### src/design/tcl_pkg.sv
// ----------------------------------------------------------------------------
// tcl_pkg: shared types and constants of the token classifier
// Character classes, token kinds, keyword table and the queue entry format.
// ----------------------------------------------------------------------------
`timescale 1ns / 1ps

package tcl_pkg;

	localparam int KW_CHARS  = 8;
	localparam int KW_IDX_W  = $clog2(KW_CHARS);
	localparam int KW_LEN_W  = $clog2(KW_CHARS + 1);
	localparam int NUM_KW    = 23;
	localparam int CNT_BITS  = 16;
	localparam int QDEPTH    = 4;
	localparam int QPTR_W    = $clog2(QDEPTH);

	typedef enum logic [2:0] {
		KIND_OP      = 3'd0,
		KIND_SPECIAL = 3'd1,
		KIND_KEYWORD = 3'd2,
		KIND_INT     = 3'd3,
		KIND_REAL    = 3'd4,
		KIND_IDENT   = 3'd5,
		KIND_BAD_ID  = 3'd6
	} kind_t;

	// keyword text, right-justified: last character in the lowest byte
	localparam logic [NUM_KW-1:0][KW_CHARS*8-1:0] KW_TEXT = {
		(KW_CHARS*8)'("goto"),     (KW_CHARS*8)'("struct"),  (KW_CHARS*8)'("static"),
		(KW_CHARS*8)'("void"),     (KW_CHARS*8)'("unsigned"),(KW_CHARS*8)'("switch"),
		(KW_CHARS*8)'("typedef"),  (KW_CHARS*8)'("short"),   (KW_CHARS*8)'("long"),
		(KW_CHARS*8)'("sizeof"),   (KW_CHARS*8)'("case"),    (KW_CHARS*8)'("char"),
		(KW_CHARS*8)'("return"),   (KW_CHARS*8)'("float"),   (KW_CHARS*8)'("double"),
		(KW_CHARS*8)'("int"),      (KW_CHARS*8)'("continue"),(KW_CHARS*8)'("main"),
		(KW_CHARS*8)'("break"),    (KW_CHARS*8)'("do"),      (KW_CHARS*8)'("while"),
		(KW_CHARS*8)'("else"),     (KW_CHARS*8)'("if")
	};

	localparam logic [NUM_KW-1:0][KW_LEN_W-1:0] KW_LEN = {
		KW_LEN_W'(4), KW_LEN_W'(6), KW_LEN_W'(6), KW_LEN_W'(4), KW_LEN_W'(8),
		KW_LEN_W'(6), KW_LEN_W'(7), KW_LEN_W'(5), KW_LEN_W'(4), KW_LEN_W'(6),
		KW_LEN_W'(4), KW_LEN_W'(4), KW_LEN_W'(6), KW_LEN_W'(5), KW_LEN_W'(6),
		KW_LEN_W'(3), KW_LEN_W'(8), KW_LEN_W'(4), KW_LEN_W'(5), KW_LEN_W'(2),
		KW_LEN_W'(5), KW_LEN_W'(4), KW_LEN_W'(2)
	};

	// one queue entry: everything one input character produces
	typedef struct packed {
		logic        w_vld;
		kind_t       w_kind;
		logic [15:0] w_start;
		logic [15:0] w_len;
		logic        s_vld;
		kind_t       s_kind;
		logic [7:0]  s_char;
		logic [15:0] s_start;
	} tok_entry_t;

	function automatic logic is_delim(input logic [7:0] c);
		return c == 8'h20 || c == 8'h2B || c == 8'h2D || c == 8'h2A || c == 8'h2F ||
			c == 8'h2C || c == 8'h3B || c == 8'h3E || c == 8'h3C || c == 8'h3D ||
			c == 8'h28 || c == 8'h29 || c == 8'h5B || c == 8'h5D || c == 8'h7B ||
			c == 8'h7D;
	endfunction

	function automatic logic is_op(input logic [7:0] c);
		return c == 8'h2B || c == 8'h2D || c == 8'h2A || c == 8'h2F ||
			c == 8'h3E || c == 8'h3C || c == 8'h3D;
	endfunction

endpackage

### src/design/token_classifier_lexer_top.sv
// ----------------------------------------------------------------------------
// token_classifier_lexer_top: streaming lexical tokenizer
// Splits a character stream into tokens and classifies each one.
//
//   group  dir  tdata (low bit up)                        tuser       tlast
//   s_*    in   char_code[7:0]                            -           end_of_string
//   m_*    out  token_number, token_start, token_length,  token_kind  last_of_run
//                symbol_char
//
// One character is accepted per cycle while the four-entry queue has room.
// Each result is one output transfer; a delimiter other than a space that closes
// a word gives two results, its word token first and then its symbol token.
// Reset is asynchronous and clears word state, string position and token count.
// A stalled output fills the queue, after which s_tready drops.
// ----------------------------------------------------------------------------
`timescale 1ns / 1ps

module token_classifier_lexer_top import tcl_pkg::*; (
	input  logic        clk,
	input  logic        arst_n,
	input  logic        s_tvalid,
	output logic        s_tready,
	input  logic [7:0]  s_tdata,   // char_code[7:0]
	input  logic        s_tlast,
	output logic        m_tvalid,
	input  logic        m_tready,
	output logic [55:0] m_tdata,   // number[15:0] start[31:16] len[47:32] sym[55:48]
	output logic [2:0]  m_tuser,   // token_kind[2:0]
	output logic        m_tlast
);

	logic       push, full, pop, empty;
	tok_entry_t push_data, head;

	logic [15:0] token_number, token_start, token_length;
	logic [7:0]  symbol_char;

	tcl_front u_front (
		.clk           (clk),
		.arst_n        (arst_n),
		.in_vld        (s_tvalid),
		.in_rdy        (s_tready),
		.char_code     (s_tdata),
		.end_of_string (s_tlast),
		.push          (push),
		.push_data     (push_data),
		.q_full        (full)
	);

	tcl_queue u_queue (
		.clk       (clk),
		.arst_n    (arst_n),
		.push      (push),
		.push_data (push_data),
		.full      (full),
		.pop       (pop),
		.head      (head),
		.empty     (empty)
	);

	tcl_back u_back (
		.clk          (clk),
		.arst_n       (arst_n),
		.head         (head),
		.empty        (empty),
		.pop          (pop),
		.out_vld      (m_tvalid),
		.out_rdy      (m_tready),
		.token_kind   (m_tuser),
		.token_number (token_number),
		.token_start  (token_start),
		.token_length (token_length),
		.symbol_char  (symbol_char),
		.last_of_run  (m_tlast)
	);

	assign m_tdata = {symbol_char, token_length, token_start, token_number};

endmodule

### src/design/tcl_front.sv
// ----------------------------------------------------------------------------
// tcl_front: character intake and word classification
// Tracks the open word, classifies it when it closes and queues one entry
// per character that yields tokens.
// ----------------------------------------------------------------------------
`timescale 1ns / 1ps

module tcl_front import tcl_pkg::*; (
	input  logic        clk,
	input  logic        arst_n,
	input  logic        in_vld,
	output logic        in_rdy,
	input  logic [7:0]  char_code,
	input  logic        end_of_string,
	output logic        push,
	output tok_entry_t  push_data,
	input  logic        q_full
);

	logic [15:0] pos_q, start_q, wlen_q;
	logic        ad_q, dd_q, sd_q, fd_q;
	logic [KW_CHARS-1:0][7:0] kbuf_q;

	logic        acc, delim, dig, dot, open, close, kw;
	logic [15:0] start_n, len_n;
	logic        ad_n, dd_n, sd_n, fd_n;
	logic        kb_we;
	logic [KW_CHARS-1:0][7:0] kbuf_n;
	kind_t       wkind;

	function automatic logic kw_hit(input logic [KW_CHARS-1:0][7:0] b,
			input logic [15:0] len);
		logic hit;
		logic m;
		hit = 1'b0;
		for (int k = 0; k < NUM_KW; k++) begin
			m = (len == 16'(KW_LEN[k]));
			for (int i = 0; i < KW_CHARS; i++) begin
				if (i < int'(KW_LEN[k]))
					m = m & (b[i] == KW_TEXT[k][(int'(KW_LEN[k]) - 1 - i) * 8 +: 8]);
			end
			hit = hit | m;
		end
		return hit;
	endfunction

	assign in_rdy = !q_full;
	assign acc    = in_vld && in_rdy;
	assign delim  = is_delim(char_code);
	assign dig    = char_code >= 8'h30 && char_code <= 8'h39;
	assign dot    = char_code == 8'h2E;
	assign open   = wlen_q != 16'd0;
	assign kb_we  = !delim && wlen_q < 16'(KW_CHARS);

	always_comb begin
		start_n = start_q;
		len_n   = wlen_q;
		ad_n    = ad_q;
		dd_n    = dd_q;
		sd_n    = sd_q;
		fd_n    = fd_q;
		kbuf_n  = kbuf_q;
		if (!delim) begin
			if (!open) begin
				start_n = pos_q;
				fd_n    = dig;
			end
			ad_n  = (open ? ad_q : 1'b1) & dig;
			dd_n  = (open ? dd_q : 1'b1) & (dig | dot);
			sd_n  = (open ? sd_q : 1'b0) | dot;
			len_n = (wlen_q == 16'hFFFF) ? wlen_q : wlen_q + 16'd1;
			if (kb_we)
				kbuf_n[wlen_q[KW_IDX_W-1:0]] = char_code;
		end
	end

	assign close = (delim || end_of_string) && len_n != 16'd0;
	assign kw    = len_n <= 16'(KW_CHARS) && kw_hit(kbuf_n, len_n);

	always_comb begin
		priority if (kw)           wkind = KIND_KEYWORD;
		else if (ad_n)             wkind = KIND_INT;
		else if (dd_n && sd_n)     wkind = KIND_REAL;
		else if (fd_n)             wkind = KIND_BAD_ID;
		else                       wkind = KIND_IDENT;
	end

	always_comb begin
		push_data.w_vld   = close;
		push_data.w_kind  = wkind;
		push_data.w_start = start_n;
		push_data.w_len   = len_n;
		push_data.s_vld   = delim && char_code != 8'h20;
		push_data.s_kind  = is_op(char_code) ? KIND_OP : KIND_SPECIAL;
		push_data.s_char  = char_code;
		push_data.s_start = pos_q;
	end

	assign push = acc && (push_data.w_vld || push_data.s_vld);

	always_ff @(posedge clk or negedge arst_n) begin
		if (!arst_n) begin
			pos_q   <= '0;
			start_q <= '0;
			wlen_q  <= '0;
			ad_q    <= 1'b1;
			dd_q    <= 1'b1;
			sd_q    <= 1'b0;
			fd_q    <= 1'b0;
		end else if (acc) begin
			pos_q   <= end_of_string ? 16'd0 : pos_q + 16'd1;
			start_q <= start_n;
			if (close || end_of_string) begin
				wlen_q <= '0;
				ad_q   <= 1'b1;
				dd_q   <= 1'b1;
				sd_q   <= 1'b0;
				fd_q   <= 1'b0;
			end else begin
				wlen_q <= len_n;
				ad_q   <= ad_n;
				dd_q   <= dd_n;
				sd_q   <= sd_n;
				fd_q   <= fd_n;
			end
		end
	end

	// keyword buffer: no reset, only entries of the open word are read
	always_ff @(posedge clk) begin
		if (acc && kb_we)
			kbuf_q[wlen_q[KW_IDX_W-1:0]] <= char_code;
	end

endmodule

### src/design/tcl_queue.sv
// ----------------------------------------------------------------------------
// tcl_queue: short entry queue between front and back
// Register-based first-in first-out buffer; the head entry is read combinationally.
// ----------------------------------------------------------------------------
`timescale 1ns / 1ps

module tcl_queue import tcl_pkg::*; (
	input  logic       clk,
	input  logic       arst_n,
	input  logic       push,
	input  tok_entry_t push_data,
	output logic       full,
	input  logic       pop,
	output tok_entry_t head,
	output logic       empty
);

	tok_entry_t        mem_q [QDEPTH];
	logic [QPTR_W-1:0] wr_q, rd_q;
	logic [QPTR_W:0]   cnt_q;

	assign full  = cnt_q == (QPTR_W + 1)'(QDEPTH);
	assign empty = cnt_q == '0;
	assign head  = mem_q[rd_q];

	always_ff @(posedge clk or negedge arst_n) begin
		if (!arst_n) begin
			wr_q  <= '0;
			rd_q  <= '0;
			cnt_q <= '0;
		end else begin
			if (push)
				wr_q <= wr_q + 1'b1;
			if (pop)
				rd_q <= rd_q + 1'b1;
			cnt_q <= cnt_q + (QPTR_W + 1)'(push) - (QPTR_W + 1)'(pop);
		end
	end

	always_ff @(posedge clk) begin
		if (push)
			mem_q[wr_q] <= push_data;
	end

	a_no_overflow: assert property (@(posedge clk) disable iff (!arst_n)
		!(push && full)) else $error("queue written while full");
	a_no_underflow: assert property (@(posedge clk) disable iff (!arst_n)
		!(pop && empty)) else $error("queue read while empty");
	a_count: assert property (@(posedge clk) disable iff (!arst_n)
		cnt_q <= (QPTR_W + 1)'(QDEPTH)) else $error("queue count out of range");

endmodule

### src/design/tcl_back.sv
// ----------------------------------------------------------------------------
// tcl_back: token emission
// Splits each queue entry into its word and symbol tokens, numbers them and
// holds the result word in an output register.
// ----------------------------------------------------------------------------
`timescale 1ns / 1ps

module tcl_back import tcl_pkg::*; (
	input  logic        clk,
	input  logic        arst_n,
	input  tok_entry_t  head,
	input  logic        empty,
	output logic        pop,
	output logic        out_vld,
	input  logic        out_rdy,
	output logic [2:0]  token_kind,
	output logic [15:0] token_number,
	output logic [15:0] token_start,
	output logic [15:0] token_length,
	output logic [7:0]  symbol_char,
	output logic        last_of_run
);

	logic                ov_q, phase_q, last_q;
	logic [CNT_BITS-1:0] cnt_q;
	kind_t               kind_q;
	logic [15:0]         start_q, len_q;
	logic [7:0]          sym_q;

	logic load, do_word, last_part;
	logic [CNT_BITS-1:0] cnt_n;

	assign load      = (!ov_q || out_rdy) && !empty;
	// word part goes first when the entry has one and it is not yet sent
	assign do_word   = head.w_vld && !phase_q;
	assign last_part = !do_word || !head.s_vld;
	assign pop       = load && last_part;
	assign cnt_n     = cnt_q + 1'b1;

	always_ff @(posedge clk or negedge arst_n) begin
		if (!arst_n) begin
			ov_q    <= 1'b0;
			phase_q <= 1'b0;
			cnt_q   <= '0;
		end else begin
			if (load) begin
				ov_q    <= 1'b1;
				cnt_q   <= cnt_n;
				phase_q <= !last_part;
			end else if (out_rdy) begin
				ov_q <= 1'b0;
			end
		end
	end

	always_ff @(posedge clk) begin
		if (load) begin
			last_q <= last_part;
			if (do_word) begin
				kind_q  <= head.w_kind;
				start_q <= head.w_start;
				len_q   <= head.w_len;
				sym_q   <= 8'd0;
			end else begin
				kind_q  <= head.s_kind;
				start_q <= head.s_start;
				len_q   <= 16'd1;
				sym_q   <= head.s_char;
			end
		end
	end

	// token number is the counter after this token
	logic [CNT_BITS-1:0] num_q;
	always_ff @(posedge clk) begin
		if (load)
			num_q <= cnt_n;
	end

	assign out_vld      = ov_q;
	assign token_kind   = kind_q;
	assign token_number = 16'(num_q);
	assign token_start  = start_q;
	assign token_length = len_q;
	assign symbol_char  = sym_q;
	assign last_of_run  = last_q;

	a_phase_head: assert property (@(posedge clk) disable iff (!arst_n)
		phase_q |-> !empty && head.s_vld) else $error("second part without entry");
	a_count_step: assert property (@(posedge clk) disable iff (!arst_n)
		load |=> cnt_q == $past(cnt_n)) else $error("token counter skipped");
	a_entry_nonempty: assert property (@(posedge clk) disable iff (!arst_n)
		!empty |-> head.w_vld || head.s_vld) else $error("queue entry holds no token");

endmodule
### config.mk
export PLATFORM = sky130hd
export DESIGN_NAME = token_classifier_lexer_top
export DESIGN_NICKNAME = d
export VERILOG_FILES = /design/src/design/tcl_pkg.sv /design/src/design/token_classifier_lexer_top.sv /design/src/design/tcl_front.sv /design/src/design/tcl_queue.sv /design/src/design/tcl_back.sv
export SDC_FILE = /design/constraint.sdc
export NUM_CORES = 1
export LEC_CHECK = 0
export BUFFER_PORTS_ARGS = -buffer_cell sky130_fd_sc_hd__buf_2
export CAP_MARGIN = 15
export CORE_MARGIN = 2
export CORE_UTILIZATION = 40
export CTS_CLUSTER_DIAMETER = 40
export DETAILED_ROUTE_END_ITERATION = 6
export PLACE_DENSITY = 0.64
export SYNTH_ARGS = -nofsm -noshare
export SYNTH_HDL_FRONTEND = slang
export SYNTH_SLANG_ARGS = --single-unit
### constraint.sdc
create_clock -name clk -period 4.8 [get_ports clk]
set_input_delay 0.96 -clock clk [delete_from_list [all_inputs] [get_ports clk]]
set_output_delay 0.96 -clock clk [all_outputs]
set_load 0.05 [all_outputs]
==> flow_metrics.py <==
metrics = {
    "status": {
        "outcome": "finished clean",
    },
    "setup_path": {
        "crit_arrival_ns": 4.95,
        "crit_start": "u_front.wlen_q[0]$_DFFE_PN0P_",
        "critical_path.endpoint_type": "register",
        "startpoint_type": "register",
        "cp_max_fo": 25,
        "critPathRequiredTime_ns": 5.34,
        "rr_startpoint": "u_front.wlen_q[0]$_DFFE_PN0P_",
        "path_class": "reg2reg",
    },
    "global_route": {
        "antenna_found_initial": 0,
        "overflow": 0,
        "grt_usage_pct": 23.0,
        "grt_max_degree": 70,
        "grt_pass1_wl_mm": 97.0,
        "grt_pass1_vias": 15300,
    },
    "sta": {
        "worst_pin_slew_ns": 1.06,
        "fin_crit_ns": 4.41,
        "skew_ns": 0.0389,
        "hold_viol": 0,
        "setup_tns_ns": 0,
        "relSlewSlack_pct": 29.0,
        "rsz0062_at_grt": "no",
        "final-max-slew-violation-count": 0,
        "setup_violations": 0,
        "finalCritPeriodShare_pct": 91.9,
        "fmax_mhz": 227,
    },
    "logic_synthesis": {
        "syn_avg_cell_area_sq_um": 12.4,
        "synth_nets": 1751,
        "netlist_instances": 1727,
        "synth_top_area_share_pct": 52.0,
        "ys_types": 88,
        "synth-main-ff-cell": "edfxtp_1",
        "synth_area_leader_cell": "edfxtp_1",
        "ys_seq_area_share_pct": 60.9,
        "netlist_area_sq_mm": 0.0215,
        "yosys_warnings": 0,
        "synth-seq-cells": 449,
        "async_reset_ff_share_pct": 17.1,
        "synth_edf_count": 372,
        "synth_area_leaders": "edfxtp_1 (52%), dfrtp_1 (8.7%), mux4_2 (6.5%), nand2_1 (5.6%), mux2_2 (2.3%)",
    },
    "layout": {
        "final_common_cell": "edfxtp_1",
        "final_layout_size_suffix_gt1_share_pct": 23.1,
        "syn_to_final_growth_pct": 20.0,
        "diodes": 0,
        "fin_cells": 2635,
        "nNetsFinal": 1916,
        "seq_area_sq_mm": 0.0131,
        "multi_input_area_sq_mm": 0.00792,
        "fill_cells": 4568,
        "final_cell_mix": "edfxtp_1 (372), nand2_1 (320), buf_4 (114), nor2_1 (112)",
    },
    "power": {
        "p_switching_mw": 5.72,
        "p_sw_share_pct": 35.5,
        "leakage_nw": 9.48,
        "vdd_drop_max_uv": 406,
        "power_frac_comb_pct": 31.2,
        "power_frac_seq_pct": 36.6,
        "p_clk_share_pct": 32.2,
        "p_per_area_mw_per_mm2": 624,
        "power.internal_mw": 10.4,
    },
    "clocking": {
        "cts_tree": "done",
        "insertion_delay_ns": 0.60,
        "cts_resized": 0,
        "post_cts_buffers": 0,
        "clk_pin_slew_ns": 0.06,
        "cts_sinks": 449,
        "clock_path_buffers": 3,
        "cts_buffers": 68,
        "cts.htree.levels": 3,
        "cts-hold-fix-buffers": 0,
        "cts_root_buf": "clkbuf_16",
    },
    "drt": {
        "drtPass1Iterations": 6,
        "wl_mm": 63.3,
        "wl_per_cell_um": 24.0,
        "avgViaCountPerCell": 5.73,
        "drt_iter0_drc": 1145,
        "num_vias": 15100,
        "post-route-drc-count": 0,
        "ant_nets": 0,
    },
    "hold_path": {
        "hold_path.class": "in2async",
    },
    "flow_run": {
        "cap_violations": 0,
    },
    "placement": {
        "hpwl_mm": 44.0,
        "place_inst": 2510,
        "io_buffers": 74,
        "gp_routability_congestion": 1.01,
    },
    "die": {
        "io_pins": 75,
        "die_area_sq_mm": 0.0556,
        "die_w_um": 236,
        "coreArea_sq_mm": 0.0529,
        "std_cell_rows": 84,
        "initial_core_util_pct": 40.7,
        "die_h_um": 236,
    },
}
==> through the flow <==
stage	hold slack (ns)	util [%]	worst slack (ns)	area (sq um)	total power, mW
2_1_floorplan	0.441	-	0.472	21500	9.32
3_3_place_gp	0.457	44.2	0.137	23400	10.9
3_5_place_dp	0.462	44.2	0.110	23400	11.0
4_1_cts	0.326	48.8	0.403	25800	16.2
5_1_grt	0.348	48.8	0.0888	25800	16.8
6_report	0.328	48.8	0.389	25800	16.1
==> worst max-delay path: stages (launching register included) <==
cell	delay (ns)
dfrtp_1	0.33
buf_4	0.26
ha_1	0.32
nand2_1	0.16
nor3_2	0.44
and2_1	0.46
nor3_1	0.17
mux2_1	0.35
or4_4	0.46
nor4_1	0.39
buf_4	0.18
nor3_2	0.07
ha_1	0.22
inv_1	0.07
fa_1	0.41
inv_1	0.07
==> worst paths after layout <==
check                           slack [ns]  cells after the start                              to
worst max-delay path                  0.39                     15      u_queue.cnt_q[1]$_DFF_PN0_
worst min-delay path                  0.33                      1    u_back.cnt_q[12]$_DFFE_PN0P_
worst max register to register        0.39                     15      u_queue.cnt_q[1]$_DFF_PN0_
worst min register to register        0.47                      2  u_front.start_q[9]$_DFFE_PN0P_
max in group asynchronous             3.47                      2  u_front.start_q[8]$_DFFE_PN0P_
min in group clk                      0.47                      2  u_front.start_q[9]$_DFFE_PN0P_
==> cell usage after synthesis (28+ instances only) <==
| library cell | n |
|---|---|
| mux4_2 | 62 |
| nor2b_1 | 31 |
| dfrtp_1 | 75 |
| nor3_1 | 36 |
| xor2_1 | 30 |
| nand2_1 | 320 |
| xnor2_1 | 28 |
| mux2_2 | 43 |
| nor4_1 | 28 |
| nor2_1 | 113 |
| clkbuf_1 | 73 |
| nand4_1 | 35 |
| o21ai_0 | 28 |
| a21oi_1 | 44 |
| edfxtp_1 | 372 |
| nand3_1 | 51 |
==> final cells by class <==
class,count,share of cell area (%)
Clock inverter,45,2.37
Sequential cell,449,50.8
Timing Repair Buffer,196,5.43
Clock buffer,80,7.01
Multi-Input combinational cell,1156,30.7
Inverter,21,0.306
Tap cell,688,3.34
==> sequential cells by signal, summed over array words and instances (netlist names), 8 cells and up <==
signal,flops
u_front.start_q,16
u_front.wlen_q,16
u_front.pos_q,16
u_queue.mem_q,248
u_front.kbuf_q,64
u_back.token_length,16
u_back.token_number,16
u_back.token_start,16
u_back.cnt_q,16
u_back.symbol_char,8
==> kinds of logic (layout without fill, tap and decap cells) <==
group | after synthesis | after routing | share of synthesized area [%]
flops | 449 | 449 | 60.9
buf+inv | 122 | 342 | 2.31
fa+ha+maj | 11 | 11 | 0.675
simple gates | 781 | 781 | 18.2
mux | 122 | 122 | 9.55
xor+xnor | 58 | 58 | 2.36
compound gates | 184 | 184 | 5.97
==> metal layers <==
layer	global-route usage (%)	vias up	part of all wire, %
met5	0	-	0
met4	10.1	0	4.3
met3	4.72	138	6.1
met2	37.4	549	48
li1	-	6822	-
met1	30.0	7602	42
==> power groups by stage <==
stage / logic, mW / clock network, mW / registers, mW
4_1_cts: 5.08 / 5.28 / 5.89
3_5_place_dp: 5.05 / 0 / 5.96
5_1_grt: 5.39 / 5.46 / 5.97
3_3_place_gp: 5.02 / 0 / 5.92
2_1_floorplan: 2.78 / 0 / 6.54
6_report: 5.02 / 5.19 / 5.89
No activity file was read; power rests on OpenSTA's default activity.
